### config.mk
export PLATFORM = sky130hd
export DESIGN_NAME = printf_integer_formatter
export DESIGN_NICKNAME = d
export VERILOG_FILES = /design/src/design/pif_pkg.sv /design/src/design/pif_digits.sv /design/src/design/printf_integer_formatter.sv
export SDC_FILE = /design/constraint.sdc
export NUM_CORES = 1
export LEC_CHECK = 0
export BUFFER_PORTS_ARGS = -buffer_cell sky130_fd_sc_hd__buf_2
export CORE_UTILIZATION = 30
export DETAILED_ROUTE_END_ITERATION = 12
export SLEW_MARGIN = 20
export SYNTH_ARGS = -nofsm -noshare
export SYNTH_HDL_FRONTEND = slang
export SYNTH_HIERARCHICAL = 1
export SYNTH_SLANG_ARGS = --single-unit
export TNS_END_PERCENT = 1
### constraint.sdc
create_clock -name clk -period 10.1 [get_ports clk]
set_input_delay 2.02 -clock clk [delete_from_list [all_inputs] [get_ports clk]]
set_output_delay 2.02 -clock clk [all_outputs]
set_load 0.02 [all_outputs]
### src/design/pif_pkg.sv
// Shared types, codes and character constants for the printf integer formatter.
package pif_pkg;

  localparam int VALUE_W        = 64;
  localparam int DIGITS         = 22;   // octal digits of a 64-bit value, the most of any base
  localparam int DIG_CNT_W      = $clog2(DIGITS + 1);
  localparam int MAX_FIELD_DEF  = 28;
  localparam int PTR_DIGITS_DEF = 16;

  localparam logic [2:0] FUNC_D  = 3'd0;
  localparam logic [2:0] FUNC_U  = 3'd1;
  localparam logic [2:0] FUNC_X  = 3'd2;
  localparam logic [2:0] FUNC_UX = 3'd3;
  localparam logic [2:0] FUNC_O  = 3'd4;
  localparam logic [2:0] FUNC_P  = 3'd5;

  localparam logic [1:0] SMODE_PLUS  = 2'd1;
  localparam logic [1:0] SMODE_SPACE = 2'd2;

  localparam logic [7:0] CH_ZERO  = 8'h30;
  localparam logic [7:0] CH_LA10  = 8'h61 - 8'd10;
  localparam logic [7:0] CH_UA10  = 8'h41 - 8'd10;
  localparam logic [7:0] CH_LX    = 8'h78;
  localparam logic [7:0] CH_UX    = 8'h58;
  localparam logic [7:0] CH_MINUS = 8'h2D;
  localparam logic [7:0] CH_PLUS  = 8'h2B;
  localparam logic [7:0] CH_SPACE = 8'h20;

  typedef enum logic [1:0] {
    BASE_DEC,
    BASE_HEX,
    BASE_OCT
  } base_t;

  typedef struct packed {
    logic [2:0]  func;
    logic [63:0] value;
    logic        wide;
    logic        alternate;
    logic        left_align;
    logic [1:0]  sign_mode;
    logic        zero_fill;
    logic [4:0]  width;
    logic [4:0]  precision;
  } req_word_t;

  typedef struct packed {
    logic [7:0] char_out;
    logic       last;
  } res_word_t;

  typedef struct packed {
    logic               start;
    base_t              base;
    logic [VALUE_W-1:0] mag;
    logic               pop;
  } pif_dig_ctl_t;

  typedef struct packed {
    logic                 hold;
    logic [3:0]           top;
    logic [DIG_CNT_W-1:0] ndig;
  } pif_dig_sts_t;

endpackage

### src/design/pif_digits.sv
// Digit stack: bit-serial binary to BCD, direct hex/octal load, leading-zero trim, MSD-first pop.
module pif_digits
  import pif_pkg::*;
(
  input  logic         clk,
  input  logic         rst,
  input  pif_dig_ctl_t ctl,
  output pif_dig_sts_t sts
);

  localparam int HEX_W  = 4 * DIGITS;
  localparam int OCT_W  = 3 * DIGITS;
  localparam int BCNT_W = $clog2(VALUE_W + 1);

  typedef enum logic [1:0] {
    D_IDLE,
    D_CONV,
    D_TRIM,
    D_HOLD
  } dstate_t;

  dstate_t              state;
  logic [3:0]           dig [DIGITS];
  logic [3:0]           adj [DIGITS];
  logic [3:0]           ld  [DIGITS];
  logic [VALUE_W-1:0]   sh;
  logic [BCNT_W-1:0]    bitcnt;
  logic [DIG_CNT_W-1:0] ndig;
  logic [HEX_W-1:0]     mag_hex;
  logic [OCT_W-1:0]     mag_oct;

  always_comb begin
    mag_hex = HEX_W'(ctl.mag);
    mag_oct = OCT_W'(ctl.mag);
    for (int i = 0; i < DIGITS; i++) begin
      adj[i] = (dig[i] >= 4'd5) ? dig[i] + 4'd3 : dig[i];
      if (ctl.base == BASE_OCT) begin
        ld[i] = {1'b0, mag_oct[3*i +: 3]};
      end else if (ctl.base == BASE_HEX) begin
        ld[i] = mag_hex[4*i +: 4];
      end else begin
        ld[i] = 4'd0;
      end
    end
  end

  assign sts.hold = (state == D_HOLD);
  assign sts.top  = dig[DIGITS-1];
  assign sts.ndig = ndig;

  always_ff @(posedge clk) begin
    if (rst) begin
      state <= D_IDLE;
    end else begin
      unique case (state)
        D_IDLE, D_HOLD: begin
          if (ctl.start) begin
            for (int i = 0; i < DIGITS; i++) dig[i] <= ld[i];
            sh     <= ctl.mag;
            bitcnt <= BCNT_W'(VALUE_W);
            ndig   <= DIG_CNT_W'(DIGITS);
            state  <= (ctl.base == BASE_DEC) ? D_CONV : D_TRIM;
          end else if (ctl.pop) begin
            for (int i = DIGITS - 1; i > 0; i--) dig[i] <= dig[i-1];
            dig[0] <= 4'd0;
          end
        end
        D_CONV: begin
          // double dabble: add 3 to digits of 5 or more, then shift one bit in
          dig[0] <= {adj[0][2:0], sh[VALUE_W-1]};
          for (int i = 1; i < DIGITS; i++) dig[i] <= {adj[i][2:0], adj[i-1][3]};
          sh     <= {sh[VALUE_W-2:0], 1'b0};
          bitcnt <= bitcnt - BCNT_W'(1);
          if (bitcnt == BCNT_W'(1)) state <= D_TRIM;
        end
        D_TRIM: begin
          if (ndig > DIG_CNT_W'(1) && dig[DIGITS-1] == 4'd0) begin
            for (int i = DIGITS - 1; i > 0; i--) dig[i] <= dig[i-1];
            dig[0] <= 4'd0;
            ndig   <= ndig - DIG_CNT_W'(1);
          end else begin
            state <= D_HOLD;
          end
        end
        default: state <= D_IDLE;
      endcase
    end
  end

`ifndef ASSERT_OFF
  a_hold_ndig: assert property (@(posedge clk) disable iff (rst)
    (state == D_HOLD) |-> (ndig != '0))
    else $error("digit stack holds an empty number");
  a_pop_hold: assert property (@(posedge clk) disable iff (rst)
    (ctl.pop && !ctl.start) |-> (state == D_HOLD))
    else $error("digit pop outside hold");
  a_conv_end: assert property (@(posedge clk) disable iff (rst)
    (state == D_CONV && bitcnt == BCNT_W'(1)) |=> (state == D_TRIM))
    else $error("conversion did not move to trim");
`endif

endmodule

### src/design/printf_integer_formatter.sv
// Top level of the printf-style integer formatter: request decode, field layout, character output.
//
// Usage:
//   One request word (req) describes one integer conversion: kind, value bits
//   and the printf flags. It is taken when req_valid is high and req_stall low.
//   The block returns the characters of the formatted field one word per
//   character on res, with last set on the final one. Unused kinds (6, 7)
//   give no characters.
// Timing:
//   One request at a time; req_stall is high from the cycle after acceptance
//   through the edge that loads the last character into the output register.
//   Decimal values go through bit-serial BCD conversion; hex, octal and pointer
//   values load straight into the digit stack at acceptance. Leading zeros are
//   then trimmed (at most 21 dropped), the field is laid out in ST_SETUP1 and
//   ST_SETUP2, and the characters are sent last (up to 31 by default).
// Reset: rst (synchronous) returns the sequencer and digit stack to idle and
//   drops res_valid; any conversion in flight is discarded.
// Backpressure: while res_stall is high a valid output word holds and character
//   generation pauses; nothing is lost.
module printf_integer_formatter
  import pif_pkg::*;
#(
  parameter int MAX_FIELD      = MAX_FIELD_DEF,
  parameter int POINTER_DIGITS = PTR_DIGITS_DEF
) (
  input  logic      clk,
  input  logic      rst,
  input  req_word_t req,
  input  logic      req_valid,
  output logic      req_stall,
  output res_word_t res,
  output logic      res_valid,
  input  logic      res_stall
);

  // longest field: widest of width and digit run, plus prefix and sign
  localparam int TOT_MAX = ((MAX_FIELD > DIGITS) ? MAX_FIELD : DIGITS) + 3;
  localparam int CW      = $clog2(TOT_MAX + 1);
  localparam logic [VALUE_W-1:0] PTR_MASK = (4 * POINTER_DIGITS >= VALUE_W) ? '1 :
                                            ((VALUE_W'(1) << (4 * POINTER_DIGITS)) - VALUE_W'(1));

  typedef enum logic [2:0] {
    ST_IDLE,
    ST_CONV,
    ST_SETUP1,
    ST_SETUP2,
    ST_EMIT
  } state_t;

  state_t       state;
  pif_dig_ctl_t ctl;
  pif_dig_sts_t sts;

  // decoded request, held for the conversion
  logic          neg, upper, alt, left, zp, ptr;
  base_t         base;
  logic [1:0]    smode;
  logic [CW-1:0] w, prec;

  // emission counters
  logic          sgn;
  logic [1:0]    pfx;
  logic [CW-1:0] zc, dc, padl, padr, tot;

  // request decode
  logic               accept, is_ptr, is_neg, func_ok;
  logic [VALUE_W-1:0] v_sel, v_neg;
  base_t              base_in;
  logic [CW-1:0]      w_in, p_in;

  always_comb begin
    accept  = req_valid && !req_stall;
    func_ok = (req.func <= FUNC_P);
    is_ptr  = (req.func == FUNC_P);
    if (is_ptr) begin
      v_sel = req.value & PTR_MASK;
    end else if (req.wide) begin
      v_sel = req.value;
    end else begin
      v_sel = {32'd0, req.value[31:0]};
    end
    is_neg = (req.func == FUNC_D) && (req.wide ? req.value[63] : req.value[31]);
    v_neg  = VALUE_W'(0) - v_sel;
    if (!req.wide) v_neg = {32'd0, v_neg[31:0]};
    unique case (req.func)
      FUNC_X, FUNC_UX, FUNC_P: base_in = BASE_HEX;
      FUNC_O:                  base_in = BASE_OCT;
      default:                 base_in = BASE_DEC;
    endcase
    w_in = (CW'(req.width) > CW'(MAX_FIELD)) ? CW'(MAX_FIELD) : CW'(req.width);
    p_in = (CW'(req.precision) > CW'(MAX_FIELD)) ? CW'(MAX_FIELD) : CW'(req.precision);
  end

  assign req_stall = (state != ST_IDLE);

  // layout arithmetic
  logic [1:0]    pl;
  logic          sl;
  logic [CW-1:0] nd, rsv, z, n_len, pad;

  always_comb begin
    nd = CW'(sts.ndig);
    if (alt && base == BASE_HEX) begin
      pl = 2'd2;
    end else if (alt && base == BASE_OCT) begin
      pl = 2'd1;
    end else begin
      pl = 2'd0;
    end
    sl  = neg || smode == SMODE_PLUS || smode == SMODE_SPACE;
    rsv = CW'(pl) + CW'(neg) + nd;
    if (prec != '0) begin
      z = (prec > nd) ? prec - nd : '0;
    end else if (w != '0 && zp) begin
      z = (w > rsv) ? w - rsv : '0;
    end else begin
      z = '0;
    end
    n_len = CW'(sgn) + CW'(pfx) + zc + dc;
    pad   = (!ptr && w > n_len) ? w - n_len : '0;
  end

  // character select, in field order
  logic       load, take_padl, take_sgn, take_pfx, take_zero, take_dig;
  logic [7:0] ch;

  always_comb begin
    load      = (state == ST_EMIT) && (!res_valid || !res_stall);
    take_padl = (padl != '0);
    take_sgn  = !take_padl && sgn;
    take_pfx  = !take_padl && !sgn && (pfx != 2'd0);
    take_zero = !take_padl && !sgn && (pfx == 2'd0) && (zc != '0);
    take_dig  = !take_padl && !sgn && (pfx == 2'd0) && (zc == '0) && (dc != '0);
    if (take_padl) begin
      ch = CH_SPACE;
    end else if (take_sgn) begin
      ch = neg ? CH_MINUS : ((smode == SMODE_PLUS) ? CH_PLUS : CH_SPACE);
    end else if (take_pfx) begin
      if (pfx == 2'd1 && base == BASE_HEX) begin
        ch = upper ? CH_UX : CH_LX;
      end else begin
        ch = CH_ZERO;
      end
    end else if (take_zero) begin
      ch = CH_ZERO;
    end else if (take_dig) begin
      if (sts.top < 4'd10) begin
        ch = CH_ZERO + {4'd0, sts.top};
      end else begin
        ch = (upper ? CH_UA10 : CH_LA10) + {4'd0, sts.top};
      end
    end else begin
      ch = CH_SPACE;
    end
  end

  always_comb begin
    ctl.start = accept && func_ok;
    ctl.base  = base_in;
    ctl.mag   = is_neg ? v_neg : v_sel;
    ctl.pop   = load && take_dig;
  end

  pif_digits u_digits (
    .clk (clk),
    .rst (rst),
    .ctl (ctl),
    .sts (sts)
  );

  always_ff @(posedge clk) begin
    if (rst) begin
      state     <= ST_IDLE;
      res_valid <= 1'b0;
    end else begin
      if (load) begin
        res_valid <= 1'b1;
      end else if (!res_stall) begin
        res_valid <= 1'b0;
      end
      unique case (state)
        ST_IDLE: begin
          if (accept && func_ok) begin
            neg   <= is_neg;
            upper <= (req.func == FUNC_UX);
            base  <= base_in;
            ptr   <= is_ptr;
            alt   <= is_ptr ? 1'b1 : req.alternate;
            left  <= req.left_align;
            smode <= req.sign_mode;
            zp    <= req.zero_fill;
            w     <= is_ptr ? '0 : w_in;
            prec  <= is_ptr ? CW'(POINTER_DIGITS) : p_in;
            state <= ST_CONV;
          end
        end
        ST_CONV: begin
          if (sts.hold) state <= ST_SETUP1;
        end
        ST_SETUP1: begin
          pfx   <= pl;
          sgn   <= sl;
          zc    <= z;
          dc    <= nd;
          state <= ST_SETUP2;
        end
        ST_SETUP2: begin
          padl  <= left ? '0 : pad;
          padr  <= left ? pad : '0;
          tot   <= n_len + pad;
          state <= ST_EMIT;
        end
        ST_EMIT: begin
          if (load) begin
            res.char_out <= ch;
            res.last     <= (tot == CW'(1));
            tot          <= tot - CW'(1);
            if (take_padl) begin
              padl <= padl - CW'(1);
            end else if (take_sgn) begin
              sgn <= 1'b0;
            end else if (take_pfx) begin
              pfx <= pfx - 2'd1;
            end else if (take_zero) begin
              zc <= zc - CW'(1);
            end else if (take_dig) begin
              dc <= dc - CW'(1);
            end else begin
              padr <= padr - CW'(1);
            end
            if (tot == CW'(1)) state <= ST_IDLE;
          end
        end
        default: state <= ST_IDLE;
      endcase
    end
  end

`ifndef ASSERT_OFF
  a_emit_nonempty: assert property (@(posedge clk) disable iff (rst)
    (state == ST_EMIT) |-> (tot != '0))
    else $error("emitting with no characters left");
  a_last_idle: assert property (@(posedge clk) disable iff (rst)
    (load && tot == CW'(1)) |=> (state == ST_IDLE && res_valid && res.last))
    else $error("final character did not end the conversion");
  a_pop_count: assert property (@(posedge clk) disable iff (rst)
    ctl.pop |-> (dc != '0 && sts.hold))
    else $error("digit pop with no digit pending");
`endif

endmodule

# After elaboration in Yosys (flattened, before gate mapping)
# Memory sizes are Yosys's and may differ from the RTL's.
# Index checks and enable logic that the tools add are counted.
# totals
romBits,0
latchBits,0
regBits,134
inputBits,87
ramBits,88
elab_cells,478
n_memories,1
# classes
addsub,41
div,0
bitwise_logic,67
shifts,0
n_mux,214
reduce_logical,61
magnitude_cmp,30
n_eq_ne,38
n_mul,0
# memory_table
memory,words,width,rd,rd_clocked_by_memory_dff,write_ports,line,rtl
u_digits.dig,22,4,22,0,22,pif_digits.sv:23,logic [3:0] dig [DIGITS];
# op_table
op,count
4-bit two-way mux,122
64-bit two-way mux,5
64-bit one-hot mux with 2 select lines,1
5-bit two-way mux,23
4-bit by 3-bit greater-or-equal comparator with 1-bit output (second input constant),22
4-bit by 2-bit adder with 4-bit output (second input constant),21
1-bit bitwise OR,66
1-bit by 64-bit subtractor with 64-bit output (first input constant),1
5-bit one-hot mux with 2 select lines,5
8-bit two-way mux,5
3-bit two-way mux,10
2-bit inequality test (second input constant),14
5-bit nonzero test,5
5-bit by 1-bit subtractor with 5-bit output (second input constant),5
1-bit two-way mux,24
7-bit two-way mux,3
1-bit logical AND,18
2-bit two-way mux,9
5-bit greater-than comparator,3
3-bit one-hot mux with 5 select lines,1
3-bit AND reduction,5
5-bit subtractor,3
7-bit one-hot mux with 2 select lines,1
3-bit by 2-bit equality test with 1-bit output (second input constant),4
other kinds (40),75

# Longest topological paths before layout
# Gate-level depths: netlist (run 1).
# logic_depth
depth_word,15
ltp_mapped,21
mapped_depth_nobuf,21

# Hierarchy
# Netlist (run 1), hierarchy kept.
# by_module_without_submodules
module,instances,area_each_um2,seq_area_each_um2,cells_per_inst
pif_digits,1,9983.3,4964.8,888
printf_integer_formatter,1,5900.7,1611.5,724

# Worst setup path after synthesis (run 1)
# OpenSTA, ideal clock, no wires.
# synth_path
kind,in2reg
start,input req[81] in the netlist's numbering
end,"register u_digits.bitcnt[0], enable pin"
setup_ns,0.587
slack_ns,2.114
cell_stages,5
arrival_ns,7.398
path_cell_list,nand2_1 > nand2_1 > nor2_1 > and2b_1 > nor3_1
# synth_rtl
item,line,rtl
start: declaration,printf_integer_formatter.sv:28,"input req_word_t req,"
end signal: assignment,pif_digits.sv:60,bitcnt <= BCNT_W'(VALUE_W);
end signal: assignment,pif_digits.sv:73,bitcnt <= bitcnt - BCNT_W'(1);
end: declaration,pif_digits.sv:27,logic [BCNT_W-1:0] bitcnt;

==> out/results.ini, run 1 <==
[clock_network]
path_clk_slew_ps=60
post-cts-setup-buffers=0
insertion_delay_ps=590
cts_sinks=221
cts-resized-gates=0
h-tree-depth=1
ctsHoldBuffers=0
numCtsBuffers=26
cts_buffer_depth=3
root_buffer=clkbuf_16
cts_tree=done

[worst_setup_path]
r2r_start=sgn
rr_worst_depth=21
critical_path_class=in2reg
critical_path.max_fanout=37
cp.arrival_ps=5510
worstSetupEndpoint=u_digits/dig[0][60]
rrSetupSlack_ps=5090
endpoint_kind=register
critPathRequiredTime_ps=10490
start_kind=primary input
cp-startpoint=req[82]
reg2reg_to=tot[4]

[floorplanning]
core_region_area_um2=51820
dieWidth_um=232.1
ios=98
start_util_pct=30.65
rows=83
die-area_um2=53870
fp.dieH_um=232.1

[layout]
n_fill_cell=5172
insertedDiodeCount=0
layout_common_cells=215 x edfxtp_1, 123 x nor2_1, 120 x nand2_1, 120 x a21oi_1, 109 x o21ai_0
final_area_um2=18040
drive_gt1_share_pct=14.76
area_growth_pct=13.56
nNetsFinal=1866
layout_commonest_cell=edfxtp_1

[yosys]
synth-compound-area-share_pct=18.76
ys_seq_area_share_pct=41.40
ys_types=78
async_reset_ff_share_pct=0
synthesis.area_um2=15880
syn_avg_cell_area_um2=9.854
syn_inst=1612
synth-xor-area-share_pct=5.624
synthSimpleGateAreaFrac_pct=16.12
synth_top_family_by_area=compound AO/OA/AOI/OAI gates
ys_warn_count=6
ys.flop_type=edfxtp_1
ys_ff_latch=221
synth_fa_ha_area_share_pct=8.224
synthMuxAreaShare_pct=5.601
synth-edff-count=215
syn_nets=1798

[sta]
fmax_mhz=195.3
slew_headroom_pct=24.01
worst_pin_slew_ps=1128
rsz0062_at_grt=false
fin_crit_sh_pct=50.70
hold_viol_final=0
finalSetupViolCount=0
period_minus_slack_ps=5121
timing.hold.ws_ps=538.7
fin_skew_ps=52.83
finalSetupTns_ps=0
finalMaxSlewViolations=0

[global_route]
grt_pass1_wl_um=69500
grt_usage_pct=16.19
grt_max_degree=81
antenna_found_initial=0
first_global_vias=12390
overflow=0

[worst_hold_path]
worstHoldPathType=reg2reg

[drt]
wirelength_um=43980
drt_iter0_drc=1279
wl_per_cell_um=18.48
vias=13040
avgViaCountPerCell=5.477
drc=0
dr.pass1.iters=6
postRouteAntennaNets=0

[job]
drv_cap=0

[pwr]
p_per_area_nw_per_um2=198.7
p_leak_nw=6.465
peakVddDrop_uv=170.1

[placed_design]
dpl-instance-area_um2=17090
place.port_buffers=96
post-dp-hpwl_um=31570
gp_congestion=0.9274

[status]
status=finished clean

## synthesized netlist by cell type, drive strengths merged (7+ instances only)
master | n | area, um2
nand2b | 39 | 244.0
a221oi | 48 | 426.7
xnor2 | 70 | 613.1
o22ai | 16 | 100.1
a22oi | 28 | 210.2
mux2 | 63 | 709.4
ha | 90 | 1126
nand2 | 121 | 454.2
nand3 | 15 | 75.07
edfxtp | 215 | 6456
a31oi | 18 | 112.6
and2 | 12 | 75.07
and3 | 7 | 43.79
o22a | 16 | 140.1
o21ai | 110 | 554.3
a21o | 7 | 52.55
o41ai | 7 | 83.83
o31ai | 17 | 127.6
nor2 | 123 | 461.7
nor4 | 20 | 155.2
xor2 | 32 | 280.3
inv | 94 | 352.8
nor2b | 14 | 87.58
a21oi | 121 | 609.3
buf | 22 | 126.4
clkbuf | 52 | 195.2
nor3 | 41 | 237.7
nor3b | 47 | 352.8
or4 | 14 | 108.9
o221ai | 16 | 140.1
a211oi | 8 | 60.06
or3 | 12 | 80.08
mux2i | 18 | 180.2
fa | 9 | 180.2
## power breakdown
| part | switching (mW) | leakage, nW | internal [mW] |
|---|---|---|---|
| logic | 0.688 | 3.96 | 0.453 |
| clock network | 0.406 | 0.441 | 0.613 |
| registers | 0.123 | 2.06 | 1.30 |
| total | 1.22 | 6.46 | 2.37 |
## flip-flops by register name (all words and copies together) (netlist names), 2 cells and up
name,count
u_digits/dig,88
u_digits/sh,64
res,8
u_digits/bitcnt,7
dc,5
padl,5
prec,5
tot,5
u_digits/ndig,5
w,5
zc,5
state,3
base,2
pfx,2
smode,2
u_digits/state,2
## worst max-delay path, stage by stage
cell and delay [ps]:
buf_2 130, or3_1 560, a21o_1 230, buf_4 240, inv_1 820, o41ai_1 330
nand3_1 190, xor2_1 70, nor2_1 430, a22oi_1 160, o22a_1 220, o21ai_0 70
## routing by layer
metal	track usage [%]	wire, um	vias to the layer above
met5	0	0	-
met4	4.420	1083	0
met3	2.726	3513	73
met2	24.61	19100	485
met1	23.44	20280	6252
li1	-	-	6226
## cell families after synthesis
kind of cell / Yosys count
fa+ha+maj: 99
xor+xnor: 102
compound gates: 453
other cells: 1
flops: 221
mux: 81
simple gates: 487
buf+inv: 168
## through the flow
| stage | cells | worst slack, ps | util (%) | total power [mW] |
|---|---|---|---|---|
| 2_1_floorplan | 1612 | 2114 | - | 2.276 |
| 3_3_place_gp | 2330 | 4431 | 32.94 | 2.534 |
| 3_5_place_dp | 2331 | 4258 | 32.97 | 2.572 |
| 4_1_cts | 2379 | 4877 | 34.76 | 3.600 |
| 5_1_grt | 2380 | 4744 | 34.81 | 3.792 |
| 6_report | 2380 | 4979 | 34.81 | 3.584 |
## worst min-delay path by stage
stage | slack [ps] | end | cells after the start | from
after global routing | 560 | u_digits/sh[52] | 1 | u_digits/sh[51]
after CTS | 530 | u_digits/state[1] | 2 | u_digits/state[1]
final | 540 | u_digits/state[1] | 2 | u_digits/state[1]
after global placement | 500 | u_digits/state[1] | 2 | u_digits/state[1]
after floorplan | 470 | u_digits/state[1] | 2 | u_digits/state[1]
after detailed placement | 520 | u_digits/state[1] | 2 | u_digits/state[1]
## cell type report
type / count / area (um2) / share of cell area [%]
Multi-Input combinational cell: 1223 / 8697 / 48.21
Sequential cell: 221 / 6576 / 36.46
Clock buffer: 32 / 683.2 / 3.787
Timing Repair Buffer: 114 / 635.6 / 3.524
Inverter: 94 / 352.8 / 1.956
Clock inverter: 16 / 242.7 / 1.346
Tap cell: 680 / 850.8 / 4.717
No activity file was read; power rests on OpenSTA's default activity.
==> run 2, diff against run 1 <==
==> constraint.sdc (replaced) <==
create_clock -name clk -period 4.6 [get_ports clk]
set_input_delay 0.92 -clock clk [delete_from_list [all_inputs] [get_ports clk]]
set_output_delay 0.92 -clock clk [all_outputs]
set_load 0.02 [all_outputs]
==> run 2 against run 1 <==
Compared with the run above:
- via count increased by 1.7%
- largest cell class unchanged
- clock power increased by 130%
- count of clock-buffer cells in the layout increased by 5
- highest routed layer unchanged
- critical endpoint is now tot[4]
==> out/results.ini, run 2 (synthesized netlist as in run 1, its figures left out) <==
[global_route]
overflow=0  ; unchanged
grt_pass1_wl_um=70130  ; +0.91%
first_global_vias=12570  ; +1.5%
antenna_found_initial=0  ; unchanged
grt_max_degree=72  ; -11%
grt_usage_pct=16.29  ; +0.10 points

[floorplanning]
start_util_pct=30.65  ; unchanged
core_region_area_um2=51820  ; unchanged
dieWidth_um=232.1  ; unchanged
rows=83  ; unchanged
ios=98  ; unchanged
die-area_um2=53870  ; unchanged
fp.dieH_um=232.1  ; unchanged

[layout]
nNetsFinal=1901  ; +1.9%
layout_commonest_cell=edfxtp_1
seq_area_um2=6576  ; unchanged
area_growth_pct=16.31
multi_input_area_um2=8775  ; +0.89%
layout_common_cells=215 x edfxtp_1, 122 x nor2_1, 121 x nand2_1
drive_gt1_share_pct=17.33  ; +2.6 points
n_fill_cell=5129  ; -0.83%
largest_reg_flops=88  ; unchanged
top_regs=u_digits/dig: 88 flops, u_digits/sh: 64 flops, res: 8 flops
regMostFlops=u_digits/dig

[worst_setup_path]
cp.arrival_ps=4750  ; -760 ps
endpoint_kind=register
critical_path_class=reg2reg
critical_path.max_fanout=4  ; -89%
critPathRequiredTime_ps=4900  ; -5590 ps
start_kind=register

[drt]
postRouteAntennaNets=0  ; unchanged
avgViaCountPerCell=5.482  ; about the same
drc=0  ; unchanged
drt_iter0_drc=1145  ; -10%
vias=13260  ; +1.7%
dr.pass1.iters=5  ; -1
wirelength_um=44640  ; +1.5%
wl_per_cell_um=18.45  ; -0.13%

[sta]
finalMaxSlewViolations=0  ; unchanged
rsz0062_at_grt=true
finalSetupViolCount=0  ; unchanged
period_minus_slack_ps=4451
fmax_mhz=224.7
setup_slack_ps=149.3  ; -4830 ps
slew_headroom_pct=32.25  ; +8.2 points
worst_pin_slew_ps=1015  ; -112.4 ps
fin_skew_ps=15.18  ; -37.65 ps
timing.hold.ws_ps=530.5  ; -8.210 ps
fin_crit_sh_pct=96.75
hold_viol_final=0  ; unchanged

[placed_design]
place_ws_ps=-75.89  ; -4334 ps
place.port_buffers=96  ; unchanged
post-dp-hpwl_um=32260  ; +2.2%
gp_congestion=0.9244  ; -0.32%

[clock_network]
cts_tree=done
cts_buffer_depth=3  ; unchanged
root_buffer=clkbuf_16
h-tree-depth=1  ; unchanged
path_clk_slew_ps=60  ; about the same
cts_sinks=221  ; unchanged
ctsHoldBuffers=0  ; unchanged
insertion_delay_ps=560  ; -30 ps
numCtsBuffers=28  ; +7.7%

[worst_hold_path]
worstHoldPathType=reg2reg

[pwr]
p_leak_nw=6.694  ; +3.5%
peakVddDrop_uv=418.5  ; +150%
p_per_area_nw_per_um2=436.1  ; +120%

[status]
status=finished clean

[job]
drv_cap=0  ; unchanged

## run 2: cell types whose count changed in the layout (fill, tap and decap cells not counted), moves of 3 or more
cell,change
inv_1,-3
clkbuf_16,+3
buf_12,+6
inv_2,+3
clkinv_2,+4
buf_4,+28
## run 2: stage by stage
step	std cells	instance area (um2)	utilization, %	setup TNS [ps]	total power, mW
floorplan	1612	15900	-	-7033	4.971
global placement	2363	17400	33.57	0	5.634
detailed placement	2363	17400	33.57	-75.89	5.721
CTS	2415	18390	35.48	0	8.084
global route	2417	18470	35.64	-111.4	8.487
finish	2419	18470	35.65	0	8.056
## run 2: path summary, 6_finish.rpt
path / end / depth (start not counted) / slack, ps / startpoint
min reg2reg: u_digits/state[1] / 2 / 530 / u_digits/state[1]
max reg2reg: tot[4] / 21 / 150 / dc[0]
min: u_digits/state[1] / 2 / 530 / u_digits/state[1]
max: tot[4] / 21 / 150 / dc[0]
## run 2: layout make-up
| class | instances | area share, % |
|---|---|---|
| timing repair buffer | 147 | 5.080 |
| sequential | 221 | 35.60 |
| clock buffer | 37 | 4.145 |
| clock inverter | 15 | 1.138 |
| tap | 680 | 4.605 |
| multi-input combinational | 1223 | 47.50 |
| inverter | 94 | 1.910 |
| antenna | 2 | 0.02709 |
## run 2: critical path: stages, from the launching register on
cell and delay [ps]:
edfxtp_1 420, fa_1 570, ha_2 190, inv_2 40, fa_2 360, nand2b_4 160
a21oi_4 150, xnor2_2 140, ha_1 270, and3_4 190, a31oi_4 200, o221ai_4 140
nor2_2 130, ha_2 190, inv_2 40, fa_2 380, inv_2 50, a21o_1 110
a21oi_2 60, xor2_1 190, xnor2_1 140, a21oi_1 70
## run 2: routing by layer
metal / wire (um) / global-route usage [%] / vias up
met2: 19230 / 24.51 / 494
met5: 0 / 0 / -
met1: 21240 / 24.18 / 6417
met4: 1060 / 4.646 / 0
li1: - / - / 6275
met3: 3102 / 2.001 / 74
## run 2: what timing repair did
action | CTS | global route
gates resized for setup | 2 | 16
pin swaps | 1 | 14
setup buffers | 0 | 2
setup endpoints to repair | 1 | 1
## run 2: where the power goes
part           total, mW  internal, mW  switching (mW)
clock               2.33          1.45           0.885
sequential          3.12          2.85           0.268
combinational       2.61          1.07            1.54
total               8.06          5.37            2.69
==> run 3, diff against run 2 <==
--- a/config.mk
+++ b/config.mk
@@ -6,6 +6,7 @@
 export NUM_CORES = 1
 export LEC_CHECK = 0
 export BUFFER_PORTS_ARGS = -buffer_cell sky130_fd_sc_hd__buf_2
+export CORE_MARGIN = 2
 export CORE_UTILIZATION = 30
 export DETAILED_ROUTE_END_ITERATION = 12
 export SLEW_MARGIN = 20
==> run 3 against run 2 <==
Compared with the run above:
- flip-flop and latch count stayed put
- non-clock buffer count is 2 higher
- combinational power hardly changed
- clock power is 6% lower
- via count is 0.64% lower
- largest cell class unchanged
- largest power group unchanged
==> out/results.ini, run 3 (synthesized netlist as in run 1, its figures left out) <==
[status]
status=finished clean

[clock_network]
ctsHoldBuffers=0  ; unchanged
cts_buffer_depth=3  ; unchanged
insertion_delay_ps=570  ; about the same
numCtsBuffers=28  ; unchanged
cts_tree=done
path_clk_slew_ps=60  ; about the same
root_buffer=clkbuf_16
cts_sinks=221  ; unchanged
h-tree-depth=1  ; unchanged

[pwr]
seqPwrFrac_pct=39.3  ; +0.6 points
p_sw_mw=2.710  ; +0.78%
p_per_area_nw_per_um2=430.3  ; -1.3%
intPower_mw=5.219  ; -2.8%
combPwrFrac_pct=33.0  ; +0.7 points
power_mw=7.929  ; -1.6%
p_leak_nw=6.645  ; -0.74%
peakVddDrop_uv=357.6  ; -15%
switching_share_pct=34.18  ; +0.80 points
clkPwrFrac_pct=27.7  ; -1.3 points

[sta]
worst_pin_slew_ps=993.3  ; -22.17 ps
fin_skew_ps=17.20  ; +2.018 ps
timing.hold.ws_ps=529.1  ; -1.370 ps
hold_viol_final=0  ; unchanged
finalMaxSlewViolations=0  ; unchanged
finalSetupTns_ps=0  ; unchanged
period_minus_slack_ps=4419  ; -31.26 ps
fin_crit_sh_pct=96.07  ; -0.68 points
fmax_mhz=226.3  ; +0.71%
finalSetupViolCount=0  ; unchanged
slew_headroom_pct=33.73  ; +1.5 points

[layout]
layout_common_cells=215 x edfxtp_1, 122 x nor2_1, 121 x nand2_1
area_growth_pct=16.01
regMostFlops=u_digits/dig
largest_reg_flops=88  ; unchanged
multi_input_area_um2=8760  ; -0.17%
seq_area_um2=6576  ; unchanged
top_regs=u_digits/dig: 88 flops, u_digits/sh: 64 flops, res: 8 flops
n_fill_cell=5272  ; +2.8%
nNetsFinal=1903  ; +0.11%
drive_gt1_share_pct=17.14  ; -0.19 points
layout_commonest_cell=edfxtp_1

[drt]
postRouteAntennaNets=0  ; unchanged
dr.pass1.iters=6  ; +1
drc=0  ; unchanged
drt_iter0_drc=1249  ; +9.1%
wl_per_cell_um=18.55  ; +0.50%
avgViaCountPerCell=5.424  ; -1.1%
vias=13180  ; -0.64%
wirelength_um=45050  ; +0.91%

[worst_hold_path]
worstHoldPathType=reg2reg

[floorplanning]
fp.dieH_um=234.1  ; +0.86%
ios=98  ; unchanged
start_util_pct=30.29  ; -0.36 points
die-area_um2=54800  ; +1.7%
dieWidth_um=234.1  ; +0.86%
core_region_area_um2=52450  ; +1.2%
rows=84  ; +1.2%

[placed_design]
post-dp-hpwl_um=32410  ; +0.48%
gp_congestion=0.9413  ; +1.8%
place.port_buffers=96  ; unchanged

[worst_setup_path]
start_kind=register
cpPeakStageDelay_ps=560  ; about the same
endpoint_kind=register
crit_slowest_cell=fa_1
critical_path_class=reg2reg
crit_chain=fa_1 -> ha_2 -> inv_2 -> fa_2 -> nand2b_4 -> a21oi_2 -> xnor2_1 -> ha_1 -> and3_4 -> a31oi_4 -> o221ai_4 -> nor2_2 -> ha_2 -> inv_2 -> fa_2 -> inv_2 -> a21o_1 -> a21oi_2 -> xor2_1 -> xnor2_1 -> a21oi_1
critical_path.max_fanout=4  ; unchanged
critPathRequiredTime_ps=4910  ; about the same
cp.arrival_ps=4730  ; -20 ps
cpMostUsedCell=inv_2

[job]
drv_cap=0  ; unchanged

[global_route]
grt_pass1_wl_um=69990  ; -0.21%
grt_max_degree=72  ; unchanged
overflow=0  ; unchanged
first_global_vias=12440  ; -1.1%
antenna_found_initial=1  ; +1
grt_usage_pct=16.01  ; -0.28 points

run 3: cell count changes in the layout (fill, tap and decap cells not counted), sizes merged:
cell,before,now
clkinv,9,11
buf,147,149
bufinv,5,3
clkinvlp,0,4
clkbuf,37,33
run 3: repair_timing:
item	CTS	global route
pin swaps	1	14
cloned	0	0
setup buffers	1	3
endpoints found under the setup margin	1	1
gates resized for setup	1	15
run 3: final cells by class:
cell class / count / area share (%)
diodes: 2 / 0.02716
clock buffers: 33 / 3.904
flip-flops and latches: 221 / 35.69
multi-input cells: 1223 / 47.54
clock inverters: 19 / 1.012
repair buffers: 149 / 5.242
well taps: 688 / 4.672
inverters: 94 / 1.915
run 3: metrics by stage:
stage	util (%)	setup WS, ps	area [um2]	std cells
finish	35.13	180.6	18430	2429
global route	35.13	-47.44	18420	2428
CTS	34.97	48.60	18340	2424
detailed placement	33.22	-64.77	17420	2371
global placement	33.22	59.62	17420	2371
floorplan	-	-99.06	15900	1612
run 3: final timing paths:
check                      endpoint  slack [ps]              start  depth (start not counted)
setup / recovery             tot[4]         180              dc[0]                         21
hold / removal    u_digits/state[0]         530  u_digits/state[0]                          2
setup reg to reg             tot[4]         180              dc[0]                         21
hold reg to reg   u_digits/state[0]         530  u_digits/state[0]                          2
run 3: routing by layer:
| layer | vias to the layer above | part of all wire [%] | global-route usage (%) |
|---|---|---|---|
| li1 | 6271 | - | - |
| met1 | 6388 | 48 | 24.17 |
| met2 | 455 | 44 | 24.07 |
| met3 | 61 | 6.5 | 1.994 |
| met4 | 0 | 2.0 | 3.877 |
| met5 | - | 0 | 0 |
run 3: power by group through the flow:
stage          clock [mW]  combinational, mW  sequential [mW]
6_report             2.20               2.62             3.11
5_1_grt              2.32               2.90             3.16
3_5_place_dp            0               2.59             3.15
4_1_cts              2.25               2.61             3.11
3_3_place_gp            0               2.53             3.13
2_1_floorplan           0               1.89             3.08
run 3: worst max-delay path, delay by kind of cell, from the launching register on:
family | cells | cell delay, ps
AO/OA/AOI/OAI | 6 | 700
flip-flops | 1 | 410
buffers and inverters | 3 | 140
AND/OR/NAND/NOR | 3 | 470
adder cells (fa/ha/maj) | 6 | 1960
XOR/XNOR | 3 | 460
